==> src/hdl/plc_pkg.sv <==
// ---------------------------------------------------------------------------
// Colour map package
// Widths, colour bar tables and shared types of the colour map pipeline.
// ---------------------------------------------------------------------------
package plc_pkg;

	localparam int SAMPLE_BITS    = 16;
	localparam int POS_FRAC_BITS  = 8;
	localparam int FULL           = 100 << POS_FRAC_BITS;
	localparam int POS_BITS       = $clog2(FULL + 1);
	localparam int NUM_BITS       = SAMPLE_BITS + POS_BITS;
	localparam int DIV_STEPS      = 4;
	localparam int DIV_STAGES     = (POS_BITS + DIV_STEPS - 1) / DIV_STEPS;
	localparam int COLOUR_BITS    = 8;
	localparam int PCT_BITS       = 7;
	localparam int SUM_BITS       = COLOUR_BITS + POS_BITS;
	localparam int X_BITS         = SUM_BITS - POS_FRAC_BITS;
	localparam int RECIP_SHIFT    = 16;
	localparam int RECIP_BITS     = RECIP_SHIFT + 1;
	localparam int RECIP_ONE      = 1 << RECIP_SHIFT;
	localparam int NUM_BARS       = 3;
	localparam int BAR_BITS       = $clog2(NUM_BARS);
	localparam int MAX_STOPS      = 6;
	localparam int STOP_BITS      = $clog2(MAX_STOPS);
	localparam int NUM_CHANNELS   = 3;
	localparam int CH_BITS        = $clog2(NUM_CHANNELS);
	localparam int SEL_BITS       = 2;
	localparam int CFG_INDEX_BITS = 2;
	localparam int CFG_DATA_BITS  = SAMPLE_BITS;

	typedef enum logic [CFG_INDEX_BITS-1:0] {
		REG_MAP_SELECT = 2'd0,
		REG_RANGE_LOW  = 2'd1,
		REG_RANGE_HIGH = 2'd2
	} cfg_reg_t;

	typedef enum logic [SEL_BITS-1:0] {
		MAP_HEAT  = 2'd0,
		MAP_METEO = 2'd1,
		MAP_GRAY  = 2'd2
	} map_t;

	typedef struct packed {
		logic valid;
		logic err;
	} ctl_t;

	typedef logic [NUM_CHANNELS-1:0][COLOUR_BITS-1:0] rgb_t;

	localparam int BAR_COUNT [NUM_BARS] = '{3, 6, 2};

	localparam int BAR_PCT [NUM_BARS][MAX_STOPS] = '{
		'{0, 50, 100, 0, 0, 0},
		'{0, 20, 40, 60, 80, 100},
		'{0, 100, 0, 0, 0, 0}
	};

	localparam logic [COLOUR_BITS-1:0] BAR_RGB [NUM_BARS][MAX_STOPS][NUM_CHANNELS] = '{
		'{'{22, 136, 51}, '{221, 221, 221}, '{193, 55, 59},
		  '{0, 0, 0}, '{0, 0, 0}, '{0, 0, 0}},
		'{'{128, 0, 255}, '{0, 0, 255}, '{0, 255, 0},
		  '{255, 255, 0}, '{255, 0, 0}, '{255, 0, 0}},
		'{'{0, 0, 0}, '{255, 255, 255},
		  '{0, 0, 0}, '{0, 0, 0}, '{0, 0, 0}, '{0, 0, 0}}
	};

	// Reciprocal of each segment's width in percent, scaled by RECIP_ONE.
	localparam int BAR_RECIP [NUM_BARS][MAX_STOPS-1] = '{
		'{RECIP_ONE / 50, RECIP_ONE / 50, 0, 0, 0},
		'{RECIP_ONE / 20, RECIP_ONE / 20, RECIP_ONE / 20, RECIP_ONE / 20, RECIP_ONE / 20},
		'{RECIP_ONE / 100, 0, 0, 0, 0}
	};

	// Selector code three falls back to the gray bar.
	function automatic logic [BAR_BITS-1:0] bar_index(input logic [SEL_BITS-1:0] sel);
		case (map_t'(sel))
			MAP_HEAT:  bar_index = BAR_BITS'(MAP_HEAT);
			MAP_METEO: bar_index = BAR_BITS'(MAP_METEO);
			MAP_GRAY:  bar_index = BAR_BITS'(MAP_GRAY);
			default:   bar_index = BAR_BITS'(MAP_GRAY);
		endcase
	endfunction

	function automatic logic [POS_BITS-1:0] stop_pos(input logic [BAR_BITS-1:0] bar,
			input logic [STOP_BITS-1:0] stop);
		stop_pos = POS_BITS'(BAR_PCT[bar][stop] << POS_FRAC_BITS);
	endfunction

endpackage

==> src/hdl/plc_if.sv <==
// ---------------------------------------------------------------------------
// Colour map channels
// Valid/ready channels for the sample words and the colour words.
// ---------------------------------------------------------------------------
interface plc_in_if;
	logic                                  valid;
	logic                                  ready;
	logic signed [plc_pkg::SAMPLE_BITS-1:0] sample;

	modport source (output valid, output sample, input ready);
	modport sink (input valid, input sample, output ready);
endinterface

interface plc_out_if;
	logic                            valid;
	logic                            ready;
	logic [plc_pkg::COLOUR_BITS-1:0] red;
	logic [plc_pkg::COLOUR_BITS-1:0] green;
	logic [plc_pkg::COLOUR_BITS-1:0] blue;
	logic                            range_error;

	modport source (output valid, output red, output green, output blue,
		output range_error, input ready);
	modport sink (input valid, input red, input green, input blue,
		input range_error, output ready);
endinterface

==> src/hdl/piecewise_linear_colormap_top.sv <==
// ---------------------------------------------------------------------------
// Piecewise-linear colour map
// Turns a stream of signed samples into 8-bit RGB words through a colour bar.
// ---------------------------------------------------------------------------
// Samples arrive as words on sample_ch and leave as colour words on
// colour_ch; both are valid/ready channels and a word moves when valid and
// ready are high at a rising edge. Each sample is clamped to the configured
// range, scaled to a position on the bar and blended between its two
// neighbouring stops. The bar (heat, meteorological or gray) and the range
// are set through the write port, cfg_en with cfg_index and cfg_data; write
// them only while no word is in flight.
// The pipeline has ten register stages and, while the output is not
// stalled, takes one sample in every cycle. Two stages clamp and scale,
// four divide out the position (four quotient bits a stage, three in the
// last), three blend and one holds the output word. When the receiver
// holds ready low with a word waiting, the whole pipeline freezes and
// sample_ch.ready falls; nothing is lost or repeated.
// Reset clears every valid bit and returns the registers to the heat bar
// and the range from zero to the largest positive sample.
// An empty or inverted range gives the first stop's colour with
// range_error set.
// ---------------------------------------------------------------------------
module piecewise_linear_colormap_top (
	input  logic                                clk,
	input  logic                                arst_n,
	input  logic                                cfg_en,
	input  logic [plc_pkg::CFG_INDEX_BITS-1:0]  cfg_index,
	input  logic [plc_pkg::CFG_DATA_BITS-1:0]   cfg_data,
	plc_in_if.sink                              sample_ch,
	plc_out_if.source                           colour_ch
);

	localparam int SB = plc_pkg::SAMPLE_BITS;

	logic [plc_pkg::SEL_BITS-1:0]  map_select_q;
	logic signed [SB-1:0]          range_low_q;
	logic signed [SB-1:0]          range_high_q;

	logic                          adv;
	logic [SB-1:0]                 span;
	plc_pkg::ctl_t                 ctl_s2;
	logic [plc_pkg::NUM_BITS-1:0]  num_s2;
	plc_pkg::ctl_t                 ctl_s6;
	logic [plc_pkg::POS_BITS-1:0]  pos_s6;
	plc_pkg::ctl_t                 ctl_s9;
	plc_pkg::rgb_t                 colour_s9;
	plc_pkg::rgb_t                 colour_d;
	plc_pkg::ctl_t                 ctl_s10;
	plc_pkg::rgb_t                 colour_s10;

	// Configuration registers.
	always_ff @(posedge clk or negedge arst_n) begin
		if (!arst_n) begin
			map_select_q <= plc_pkg::SEL_BITS'(plc_pkg::MAP_HEAT);
			range_low_q  <= '0;
			range_high_q <= {1'b0, {(SB-1){1'b1}}};
		end else if (cfg_en) begin
			case (plc_pkg::cfg_reg_t'(cfg_index))
				plc_pkg::REG_MAP_SELECT: map_select_q <= cfg_data[plc_pkg::SEL_BITS-1:0];
				plc_pkg::REG_RANGE_LOW:  range_low_q  <= cfg_data[SB-1:0];
				plc_pkg::REG_RANGE_HIGH: range_high_q <= cfg_data[SB-1:0];
				default: ;
			endcase
		end
	end

	// Every stage moves together; the output register is the only one that
	// can hold a word the receiver has not taken.
	assign adv             = !ctl_s10.valid || colour_ch.ready;
	assign sample_ch.ready = adv;

	// When the range is valid the difference fits the sample width unsigned.
	assign span = SB'(range_high_q - range_low_q);

	plc_scale u_scale (
		.clk          (clk),
		.arst_n       (arst_n),
		.adv          (adv),
		.sample_valid (sample_ch.valid),
		.sample       (sample_ch.sample),
		.range_low    (range_low_q),
		.range_high   (range_high_q),
		.ctl_s2       (ctl_s2),
		.num_s2       (num_s2)
	);

	plc_divider u_divider (
		.clk     (clk),
		.arst_n  (arst_n),
		.adv     (adv),
		.span    (span),
		.ctl_in  (ctl_s2),
		.num_in  (num_s2),
		.ctl_out (ctl_s6),
		.pos_out (pos_s6)
	);

	plc_interp u_interp (
		.clk        (clk),
		.arst_n     (arst_n),
		.adv        (adv),
		.map_select (map_select_q),
		.ctl_in     (ctl_s6),
		.pos_in     (pos_s6),
		.ctl_s9     (ctl_s9),
		.colour     (colour_s9)
	);

	// A range error replaces the blend with the bar's first stop.
	always_comb begin
		for (int c = 0; c < plc_pkg::NUM_CHANNELS; c++) begin
			colour_d[c] = ctl_s9.err
				? plc_pkg::BAR_RGB[plc_pkg::bar_index(map_select_q)][0][c]
				: colour_s9[c];
		end
	end

	always_ff @(posedge clk or negedge arst_n) begin
		if (!arst_n) begin
			ctl_s10 <= '0;
		end else if (adv) begin
			ctl_s10 <= ctl_s9;
		end
	end

	always_ff @(posedge clk) begin
		if (adv) begin
			colour_s10 <= colour_d;
		end
	end

	assign colour_ch.valid       = ctl_s10.valid;
	assign colour_ch.range_error = ctl_s10.err;
	assign colour_ch.red         = colour_s10[0];
	assign colour_ch.green       = colour_s10[1];
	assign colour_ch.blue        = colour_s10[2];

	// A waiting, refused word must block the input side.
	a_stall_blocks_input: assert property (@(posedge clk) disable iff (!arst_n)
		colour_ch.valid && !colour_ch.ready |-> !sample_ch.ready)
		else $error("input taken while the output word is stalled");

	// A stall freezes the pipeline behind the output register.
	a_stall_freezes_pipe: assert property (@(posedge clk) disable iff (!arst_n)
		colour_ch.valid && !colour_ch.ready |=> $stable(ctl_s9) && $stable(ctl_s6))
		else $error("pipeline moved during a stall");

	// A new output word can only come from a pipeline advance.
	a_output_from_advance: assert property (@(posedge clk) disable iff (!arst_n)
		$rose(colour_ch.valid) |-> $past(adv))
		else $error("output word appeared without an advance");

endmodule

==> src/hdl/plc_scale.sv <==
// ---------------------------------------------------------------------------
// Colour map front end
// Clamps the sample to the range and forms the dividend of the position.
// ---------------------------------------------------------------------------
module plc_scale (
	input  logic                                   clk,
	input  logic                                   arst_n,
	input  logic                                   adv,
	input  logic                                   sample_valid,
	input  logic signed [plc_pkg::SAMPLE_BITS-1:0] sample,
	input  logic signed [plc_pkg::SAMPLE_BITS-1:0] range_low,
	input  logic signed [plc_pkg::SAMPLE_BITS-1:0] range_high,
	output plc_pkg::ctl_t                          ctl_s2,
	output logic [plc_pkg::NUM_BITS-1:0]           num_s2
);

	logic signed [plc_pkg::SAMPLE_BITS-1:0] clamped;
	logic                                   err;
	logic [plc_pkg::SAMPLE_BITS-1:0]        off;
	plc_pkg::ctl_t                          ctl_s1;
	logic [plc_pkg::SAMPLE_BITS-1:0]        off_s1;

	always_comb begin
		err = (range_high <= range_low);
		if (sample > range_high) begin
			clamped = range_high;
		end else if (sample < range_low) begin
			clamped = range_low;
		end else begin
			clamped = sample;
		end
		// The offset is never above the span, so it fits as unsigned.
		off = plc_pkg::SAMPLE_BITS'(clamped - range_low);
	end

	always_ff @(posedge clk or negedge arst_n) begin
		if (!arst_n) begin
			ctl_s1 <= '0;
			ctl_s2 <= '0;
		end else if (adv) begin
			ctl_s1 <= '{valid: sample_valid, err: err};
			ctl_s2 <= ctl_s1;
		end
	end

	always_ff @(posedge clk) begin
		if (adv) begin
			off_s1 <= off;
			num_s2 <= plc_pkg::NUM_BITS'(off_s1) * plc_pkg::NUM_BITS'(plc_pkg::FULL);
		end
	end

endmodule

==> src/hdl/plc_divider.sv <==
// ---------------------------------------------------------------------------
// Colour map position divider
// Pipelined restoring division of the scaled offset by the range span.
// ---------------------------------------------------------------------------
module plc_divider (
	input  logic                            clk,
	input  logic                            arst_n,
	input  logic                            adv,
	input  logic [plc_pkg::SAMPLE_BITS-1:0] span,
	input  plc_pkg::ctl_t                   ctl_in,
	input  logic [plc_pkg::NUM_BITS-1:0]    num_in,
	output plc_pkg::ctl_t                   ctl_out,
	output logic [plc_pkg::POS_BITS-1:0]    pos_out
);

	localparam int SB = plc_pkg::SAMPLE_BITS;
	localparam int PB = plc_pkg::POS_BITS;

	plc_pkg::ctl_t   ctl_s [plc_pkg::DIV_STAGES];
	logic [SB-1:0]   rem_s [plc_pkg::DIV_STAGES];
	logic [PB-1:0]   low_s [plc_pkg::DIV_STAGES];
	logic [PB-1:0]   quo_s [plc_pkg::DIV_STAGES];
	logic [SB-1:0]   rem_d [plc_pkg::DIV_STAGES];
	logic [PB-1:0]   low_d [plc_pkg::DIV_STAGES];
	logic [PB-1:0]   quo_d [plc_pkg::DIV_STAGES];

	// The quotient is below two to the PB, so the top part of the dividend
	// is already below the span and only PB quotient bits are developed.
	always_comb begin
		logic [SB-1:0] r;
		logic [PB-1:0] l;
		logic [PB-1:0] q;
		logic [SB:0]   t;
		for (int j = 0; j < plc_pkg::DIV_STAGES; j++) begin
			if (j == 0) begin
				r = num_in[plc_pkg::NUM_BITS-1:PB];
				l = num_in[PB-1:0];
				q = '0;
			end else begin
				r = rem_s[j-1];
				l = low_s[j-1];
				q = quo_s[j-1];
			end
			for (int i = 0; i < plc_pkg::DIV_STEPS; i++) begin
				if (j * plc_pkg::DIV_STEPS + i < PB) begin
					t = {r, l[PB-1]};
					l = {l[PB-2:0], 1'b0};
					if (t >= {1'b0, span}) begin
						r = SB'(t - {1'b0, span});
						q = {q[PB-2:0], 1'b1};
					end else begin
						r = t[SB-1:0];
						q = {q[PB-2:0], 1'b0};
					end
				end
			end
			rem_d[j] = r;
			low_d[j] = l;
			quo_d[j] = q;
		end
	end

	always_ff @(posedge clk or negedge arst_n) begin
		if (!arst_n) begin
			for (int j = 0; j < plc_pkg::DIV_STAGES; j++) begin
				ctl_s[j] <= '0;
			end
		end else if (adv) begin
			ctl_s[0] <= ctl_in;
			for (int j = 1; j < plc_pkg::DIV_STAGES; j++) begin
				ctl_s[j] <= ctl_s[j-1];
			end
		end
	end

	always_ff @(posedge clk) begin
		if (adv) begin
			for (int j = 0; j < plc_pkg::DIV_STAGES; j++) begin
				rem_s[j] <= rem_d[j];
				low_s[j] <= low_d[j];
				quo_s[j] <= quo_d[j];
			end
		end
	end

	assign ctl_out = ctl_s[plc_pkg::DIV_STAGES-1];
	assign pos_out = quo_s[plc_pkg::DIV_STAGES-1];

endmodule

==> src/hdl/plc_interp.sv <==
// ---------------------------------------------------------------------------
// Colour map interpolator
// Finds the segment of the bar and blends its two stop colours.
// ---------------------------------------------------------------------------
module plc_interp (
	input  logic                            clk,
	input  logic                            arst_n,
	input  logic                            adv,
	input  logic [plc_pkg::SEL_BITS-1:0]    map_select,
	input  plc_pkg::ctl_t                   ctl_in,
	input  logic [plc_pkg::POS_BITS-1:0]    pos_in,
	output plc_pkg::ctl_t                   ctl_s9,
	output plc_pkg::rgb_t                   colour
);

	localparam int PB = plc_pkg::POS_BITS;
	localparam int XB = plc_pkg::X_BITS;
	localparam int MB = plc_pkg::X_BITS + plc_pkg::RECIP_BITS;

	logic [plc_pkg::BAR_BITS-1:0]   bar;
	logic [plc_pkg::STOP_BITS-1:0]  last;
	logic [plc_pkg::STOP_BITS-1:0]  k;
	logic [plc_pkg::STOP_BITS-1:0]  km1;
	logic [PB-1:0]                  pa;
	logic [PB-1:0]                  w;
	logic [PB-1:0]                  d;
	plc_pkg::rgb_t                  ca;
	plc_pkg::rgb_t                  cb;

	plc_pkg::ctl_t                  ctl_s7;
	plc_pkg::ctl_t                  ctl_s8;
	plc_pkg::rgb_t                  ca_s7;
	plc_pkg::rgb_t                  cb_s7;
	logic [PB-1:0]                  w_s7;
	logic [PB-1:0]                  d_s7;
	logic [plc_pkg::PCT_BITS-1:0]   diff_s7;
	logic [plc_pkg::RECIP_BITS-1:0] recip_s7;
	logic [XB-1:0]                  x_s8 [plc_pkg::NUM_CHANNELS];
	logic [plc_pkg::PCT_BITS-1:0]   diff_s8;
	logic [plc_pkg::RECIP_BITS-1:0] recip_s8;
	logic [XB-1:0]                  x_s9 [plc_pkg::NUM_CHANNELS];
	plc_pkg::rgb_t                  qe_s9;
	logic [plc_pkg::PCT_BITS-1:0]   diff_s9;
	logic [XB-1:0]                  x_d [plc_pkg::NUM_CHANNELS];
	plc_pkg::rgb_t                  qe_d;

	// Segment search: the first inner stop at or above the position, else the last.
	always_comb begin
		bar  = plc_pkg::bar_index(map_select);
		last = plc_pkg::STOP_BITS'(plc_pkg::BAR_COUNT[bar] - 1);
		k    = last;
		for (int i = plc_pkg::MAX_STOPS - 2; i >= 1; i--) begin
			if (plc_pkg::STOP_BITS'(i) < last &&
					plc_pkg::stop_pos(bar, plc_pkg::STOP_BITS'(i)) >= pos_in) begin
				k = plc_pkg::STOP_BITS'(i);
			end
		end
		km1 = k - 1'b1;
		pa  = plc_pkg::stop_pos(bar, km1);
		w   = plc_pkg::stop_pos(bar, k) - pa;
		d   = (pos_in > pa) ? pos_in - pa : '0;
		if (d > w) begin
			d = w;
		end
		for (int c = 0; c < plc_pkg::NUM_CHANNELS; c++) begin
			ca[c] = plc_pkg::BAR_RGB[bar][km1][c];
			cb[c] = plc_pkg::BAR_RGB[bar][k][c];
		end
	end

	// The blend divides by the segment width, which is its percent width
	// times a power of two: a shift, then a reciprocal multiply and one
	// correction step.
	always_comb begin
		logic [plc_pkg::SUM_BITS-1:0] sum;
		logic [MB-1:0]                prod;
		for (int c = 0; c < plc_pkg::NUM_CHANNELS; c++) begin
			sum = plc_pkg::SUM_BITS'(ca_s7[c]) * plc_pkg::SUM_BITS'(w_s7 - d_s7)
				+ plc_pkg::SUM_BITS'(cb_s7[c]) * plc_pkg::SUM_BITS'(d_s7);
			x_d[c] = sum[plc_pkg::POS_FRAC_BITS +: XB];
			prod = MB'(x_s8[c]) * MB'(recip_s8);
			qe_d[c] = prod[plc_pkg::RECIP_SHIFT +: plc_pkg::COLOUR_BITS];
		end
	end

	always_comb begin
		logic [XB-1:0] rest;
		for (int c = 0; c < plc_pkg::NUM_CHANNELS; c++) begin
			rest = x_s9[c] - XB'(qe_s9[c]) * XB'(diff_s9);
			colour[c] = (rest >= XB'(diff_s9)) ? qe_s9[c] + 1'b1 : qe_s9[c];
		end
	end

	always_ff @(posedge clk or negedge arst_n) begin
		if (!arst_n) begin
			ctl_s7 <= '0;
			ctl_s8 <= '0;
			ctl_s9 <= '0;
		end else if (adv) begin
			ctl_s7 <= ctl_in;
			ctl_s8 <= ctl_s7;
			ctl_s9 <= ctl_s8;
		end
	end

	always_ff @(posedge clk) begin
		if (adv) begin
			ca_s7    <= ca;
			cb_s7    <= cb;
			w_s7     <= w;
			d_s7     <= d;
			diff_s7  <= plc_pkg::PCT_BITS'(plc_pkg::BAR_PCT[bar][k] - plc_pkg::BAR_PCT[bar][km1]);
			recip_s7 <= plc_pkg::RECIP_BITS'(plc_pkg::BAR_RECIP[bar][km1]);
			x_s8     <= x_d;
			diff_s8  <= diff_s7;
			recip_s8 <= recip_s7;
			x_s9     <= x_s8;
			qe_s9    <= qe_d;
			diff_s9  <= diff_s8;
		end
	end

endmodule

==> src/flat_wrapper.sv <==
// flat-port wrapper written by rule: the top's interface ports become plain ports
module piecewise_linear_colormap_top_flat 
  (clk, arst_n, cfg_en, cfg_index, cfg_data, sample_ch_valid, sample_ch_sample, sample_ch_ready, colour_ch_valid, colour_ch_red, colour_ch_green, colour_ch_blue, colour_ch_range_error, colour_ch_ready);
  plc_in_if sample_ch_i ();
  plc_out_if colour_ch_i ();
  input  logic clk;
  input  logic arst_n;
  input  logic cfg_en;
  input  logic [plc_pkg::CFG_INDEX_BITS-1:0] cfg_index;
  input  logic [plc_pkg::CFG_DATA_BITS-1:0] cfg_data;
  input wire logic [$bits(sample_ch_i.valid)-1:0] sample_ch_valid;
  input wire logic [$bits(sample_ch_i.sample)-1:0] sample_ch_sample;
  output wire logic [$bits(sample_ch_i.ready)-1:0] sample_ch_ready;
  output wire logic [$bits(colour_ch_i.valid)-1:0] colour_ch_valid;
  output wire logic [$bits(colour_ch_i.red)-1:0] colour_ch_red;
  output wire logic [$bits(colour_ch_i.green)-1:0] colour_ch_green;
  output wire logic [$bits(colour_ch_i.blue)-1:0] colour_ch_blue;
  output wire logic [$bits(colour_ch_i.range_error)-1:0] colour_ch_range_error;
  input wire logic [$bits(colour_ch_i.ready)-1:0] colour_ch_ready;
  assign sample_ch_i.valid = sample_ch_valid;
  assign sample_ch_i.sample = sample_ch_sample;
  assign sample_ch_ready = sample_ch_i.ready;
  assign colour_ch_valid = colour_ch_i.valid;
  assign colour_ch_red = colour_ch_i.red;
  assign colour_ch_green = colour_ch_i.green;
  assign colour_ch_blue = colour_ch_i.blue;
  assign colour_ch_range_error = colour_ch_i.range_error;
  assign colour_ch_i.ready = colour_ch_ready;
  piecewise_linear_colormap_top u_core (.clk(clk), .arst_n(arst_n), .cfg_en(cfg_en), .cfg_index(cfg_index), .cfg_data(cfg_data), .sample_ch(sample_ch_i), .colour_ch(colour_ch_i));
endmodule
==> config.mk <==
export PLATFORM = sky130hd
export DESIGN_NAME = piecewise_linear_colormap_top_flat
export DESIGN_NICKNAME = d
export VERILOG_FILES = /design/src/hdl/plc_pkg.sv /design/src/hdl/plc_if.sv /design/src/hdl/piecewise_linear_colormap_top.sv /design/src/hdl/plc_scale.sv /design/src/hdl/plc_divider.sv /design/src/hdl/plc_interp.sv /design/src/flat_wrapper.sv
export SDC_FILE = /design/constraint.sdc
export NUM_CORES = 2
export LEC_CHECK = 0
export BUFFER_PORTS_ARGS = -buffer_cell sky130_fd_sc_hd__clkbuf_2
export CORE_MARGIN = 1
export CORE_UTILIZATION = 50
export DETAILED_ROUTE_END_ITERATION = 6
export PLACE_DENSITY = 0.73
export SLEW_MARGIN = 20
export SYNTH_ARGS = -nofsm -noshare
export SYNTH_HDL_FRONTEND = slang
export SYNTH_SLANG_ARGS = --single-unit
==> constraint.sdc <==
create_clock -name clk -period 20 [get_ports clk]
set_clock_uncertainty 0.15 [all_clocks]
set_input_delay 0 -clock clk [delete_from_list [all_inputs] [get_ports clk]]
set_output_delay 0 -clock clk [all_outputs]
set_load 0.01 [all_outputs]
==> results by group <==
Yosys
  • Post-synth cell types: 106
  • Share of async-settable or async-resettable flops after synthesis: 13.8%
  • Sequential element share of the synthesized area: 15.4%
  • Synth Warn #: 0
  • Syn_area_per_cell: 9.60 um^2
  • Yosys reg bits: 392
  • Mapped Cells: 7,795
  • Synth Flop Type: edfxtp_1
  • EDFF count, synth: 338
  • Cell Area, Synth: 74,800 um^2

Critical path
  • Capture point of the worst reg-to-reg path: u_core.u_divider.rem_s[0][6]
  • Worst EP arrival: 16.63 ns
  • Setup crit end kind: flip-flop
  • R2R cell count: 66
  • Slowest CP cell: nor2_1
  • Kind of critical path: reg -> reg
  • Worst Path Max Fanout: 19
  • Most common cell on crit path: o21ai_0
  • Worst path max stage delay: 0.61 ns
  • Worst R2R Setup Slack: 3.64 ns
  • Startpoint Class: flip-flop
  • Worst flop-to-flop path startpoint: u_core.range_high_q[0]
  • Worst path required time: 20.28 ns

Place
  • Hpwl dp: 152,000 um
  • Placer Congestion: 0.913
  • Port Buffers: 65

Clock network
  • Root Driver: clkbuf_16
  • CTS tree: done
  • Number of CTS-inserted buffers: 48
  • Clock transition at path regs: 0.06 ns
  • Maximum clock insertion buffer count: 3
  • H-tree depth: 2
  • Clock Sinks: 392
  • Post-cts sizing count: 0
  • Clock latency at the later pin of the worst-skew pair: 0.68 ns

STA
  • RSZ-0062 raised after global routing: false
  • Final worst-path cycle share: 81.8%
  • Slew margin rel.: 22.9%
  • F_max: 0.0611 GHz
  • Setup TNS: 0 ns
  • Fin crit period: 16.36 ns
  • Final-report hold violation count: 0
  • Final setup viols: 0
  • Worst-margin pin slew: 1.15 ns
  • Max-slew violation count: 0

Layout
  • Area Overhead vs Synth: 6.54%
  • Share of layout cells above drive strength 1: 5.52%
  • Commonest non-fill, non-tap cell in the layout: inv_1
  • Most frequent cells in the layout: 1,692 x inv_1, 1,147 x fa_1, 941 x ha_1
  • Fillers: 13,000
  • Layout Nets: 10,000

Route
  • Detail Route Antenna Nets: 0
  • WL met3: 9370 um
  • Initial DRC count: 3,310
  • DRT Wirelength: 186,000 um
  • Routed wire length per instance: 18.9 um
  • Routed vias/inst: 5.41
  • Via count: 53,400
  • WL met1: 76,200 um
  • Max Used Layer: met5
  • Routed met2 length: 93,400 um
  • DR pass1 iterations: 6
  • Drc violations: 0

Min path
  • Hold crit path type: in -> reg
  • Hold_sp: cfg_data[4]
  • Hold Path Stages: 3
  • Hold Path End: u_core.range_low_q[4]

Die
  • Die Span Y: 389 um
  • I/O Pins: 66
  • Cell Rows: 141
  • Starting Density: 50.5%
  • Die area: 151,000 um^2
  • DIE WIDTH: 389 um
  • Core Footprint: 148,000 um^2

Global routing
  • Global-route wire length before repair: 304,000 um
  • Initial antenna violation count: 5
  • Largest net degree at the start of global routing: 118
  • Grt total ovfl: 0
  • Vias in the first global route: 56,900
  • Global-route total usage across every layer: 25.4%

Run
  • Max Cap Violations: 0

Outcome
  • Outcome: completed
[state kept, by name, indices dropped and copies added, names as in the netlist, 7 cells and up]
register,flops
u_core.colour_ch.blue,8
u_core.colour_ch.green,8
u_core.colour_ch.red,8
u_core.range_high_q,16
u_core.range_low_q,16
u_core.u_divider.quo_s,39
u_core.u_divider.rem_s,48
u_core.u_interp.ca_s7,14
u_core.u_interp.cb_s7,14
u_core.u_interp.d_s7,15
u_core.u_interp.qe_s9,24
u_core.u_interp.recip_s7,7
u_core.u_interp.recip_s8,7
u_core.u_interp.x_s8,45
u_core.u_interp.x_s9,45
u_core.u_scale.num_s2,21
u_core.u_scale.off_s1,16
[synthesized netlist by cell type (all sizes together), types with 19 or more instances]
cell type | n | area share, %
inv | 1700 | 8.5
fa | 1147 | 31
ha | 941 | 16
and2 | 584 | 4.9
nand2 | 527 | 2.7
edfxtp | 338 | 14
nor2 | 319 | 1.6
a21oi | 305 | 2.1
xnor2 | 267 | 3.1
o21ai | 189 | 1.3
clkbuf | 155 | 0.78
mux2 | 141 | 2.2
a21o | 114 | 1.1
xor2 | 110 | 1.3
nor3 | 88 | 0.61
o21a | 81 | 0.81
o21bai | 75 | 0.75
nor2b | 66 | 0.55
nand3 | 62 | 0.42
nand2b | 51 | 0.43
a21boi | 45 | 0.46
nand4 | 41 | 0.34
dfrtp | 39 | 1.3
mux2i | 32 | 0.44
a31oi | 28 | 0.26
and3 | 22 | 0.19
buf | 22 | 0.17
o211ai | 20 | 0.21
a211oi | 19 | 0.20
or3 | 19 | 0.16
[cell type report]
cell class / count / area, um^2 / area share, %
multi-input cells: 5579 / 56500 / 70.9
flip-flops and latches: 392 / 11500 / 14.5
inverters: 1701 / 6400 / 8.03
well taps: 1930 / 2410 / 3.03
clock buffers: 55 / 1300 / 1.63
repair buffers: 172 / 1250 / 1.56
clock inverters: 32 / 294 / 0.369
diodes: 1 / 2.50 / 0.00314
[kinds of logic (layout without fill, tap and decap cells)]
group | count (synthesis) | count (layout) | share of synthesized area, %
mux | 173 | 173 | 2.62
simple gates | 1865 | 1865 | 12.7
buf+inv | 1878 | 1960 | 9.49
other cells | 2 | 57 | 0.0100
xor+xnor | 377 | 377 | 4.42
flops | 392 | 392 | 15.4
fa+ha+maj | 2095 | 2095 | 46.5
compound gates | 1013 | 1013 | 8.86
[worst max path at each step]
| stage | start | endpoint | slack [ns] | depth (start not counted) |
|---|---|---|---|---|
| final | u_core.range_high_q[0] | u_core.u_divider.rem_s[0][6] | 3.64 | 66 |
| after CTS | u_core.range_high_q[0] | u_core.u_divider.rem_s[0][5] | 3.77 | 66 |
| after floorplan | u_core.range_high_q[0] | u_core.u_divider.rem_s[0][12] | 6.08 | 66 |
| after global placement | u_core.range_high_q[0] | u_core.u_divider.rem_s[0][6] | 4.12 | 66 |
| after global routing | u_core.range_high_q[0] | u_core.u_divider.rem_s[0][6] | 2.14 | 66 |
| after detailed placement | u_core.range_high_q[0] | u_core.u_divider.rem_s[0][5] | 3.90 | 66 |
[worst max-delay path, delay by kind of cell (launching register included)]
family | cells | cell delay (ns)
compound gates | 32 | 7.61
simple gates | 17 | 3.75
fa+ha+maj | 6 | 1.92
buf+inv | 9 | 1.60
flops | 1 | 0.55
mux | 2 | 0.47
[metal layers]
layer	up-vias	track usage, %
li1	25000	-
met2	1526	45.1
met3	353	2.97
met5	-	0
met1	26500	31.8
met4	6	8.83
[repair_timing]
action                                  4_1_cts  5_1_grt
hold buffers                                 44        0
setup buffers                                 0        0
endpoints found under the setup margin        0        0
hold endpoints to repair                    114        0
[metrics by stage]
stage | hold WS (ns) | setup WS (ns) | area, um^2 | std cells | util (%)
after CTS | 0.000619 | 3.77 | 79700 | 9860 | 53.8
after global routing | 0.0298 | 2.14 | 79700 | 9861 | 53.8
final | 0.0449 | 3.64 | 79700 | 9862 | 53.8
after floorplan | -0.446 | 6.08 | 75000 | 7849 | -
after global placement | 0.0357 | 4.12 | 77700 | 9729 | 52.4
after detailed placement | 0.0535 | 3.90 | 77700 | 9729 | 52.4
Power is left out: the tool's default activity adds up to more than one toggle a clock period on the data nets, which glitch-free logic cannot reach.
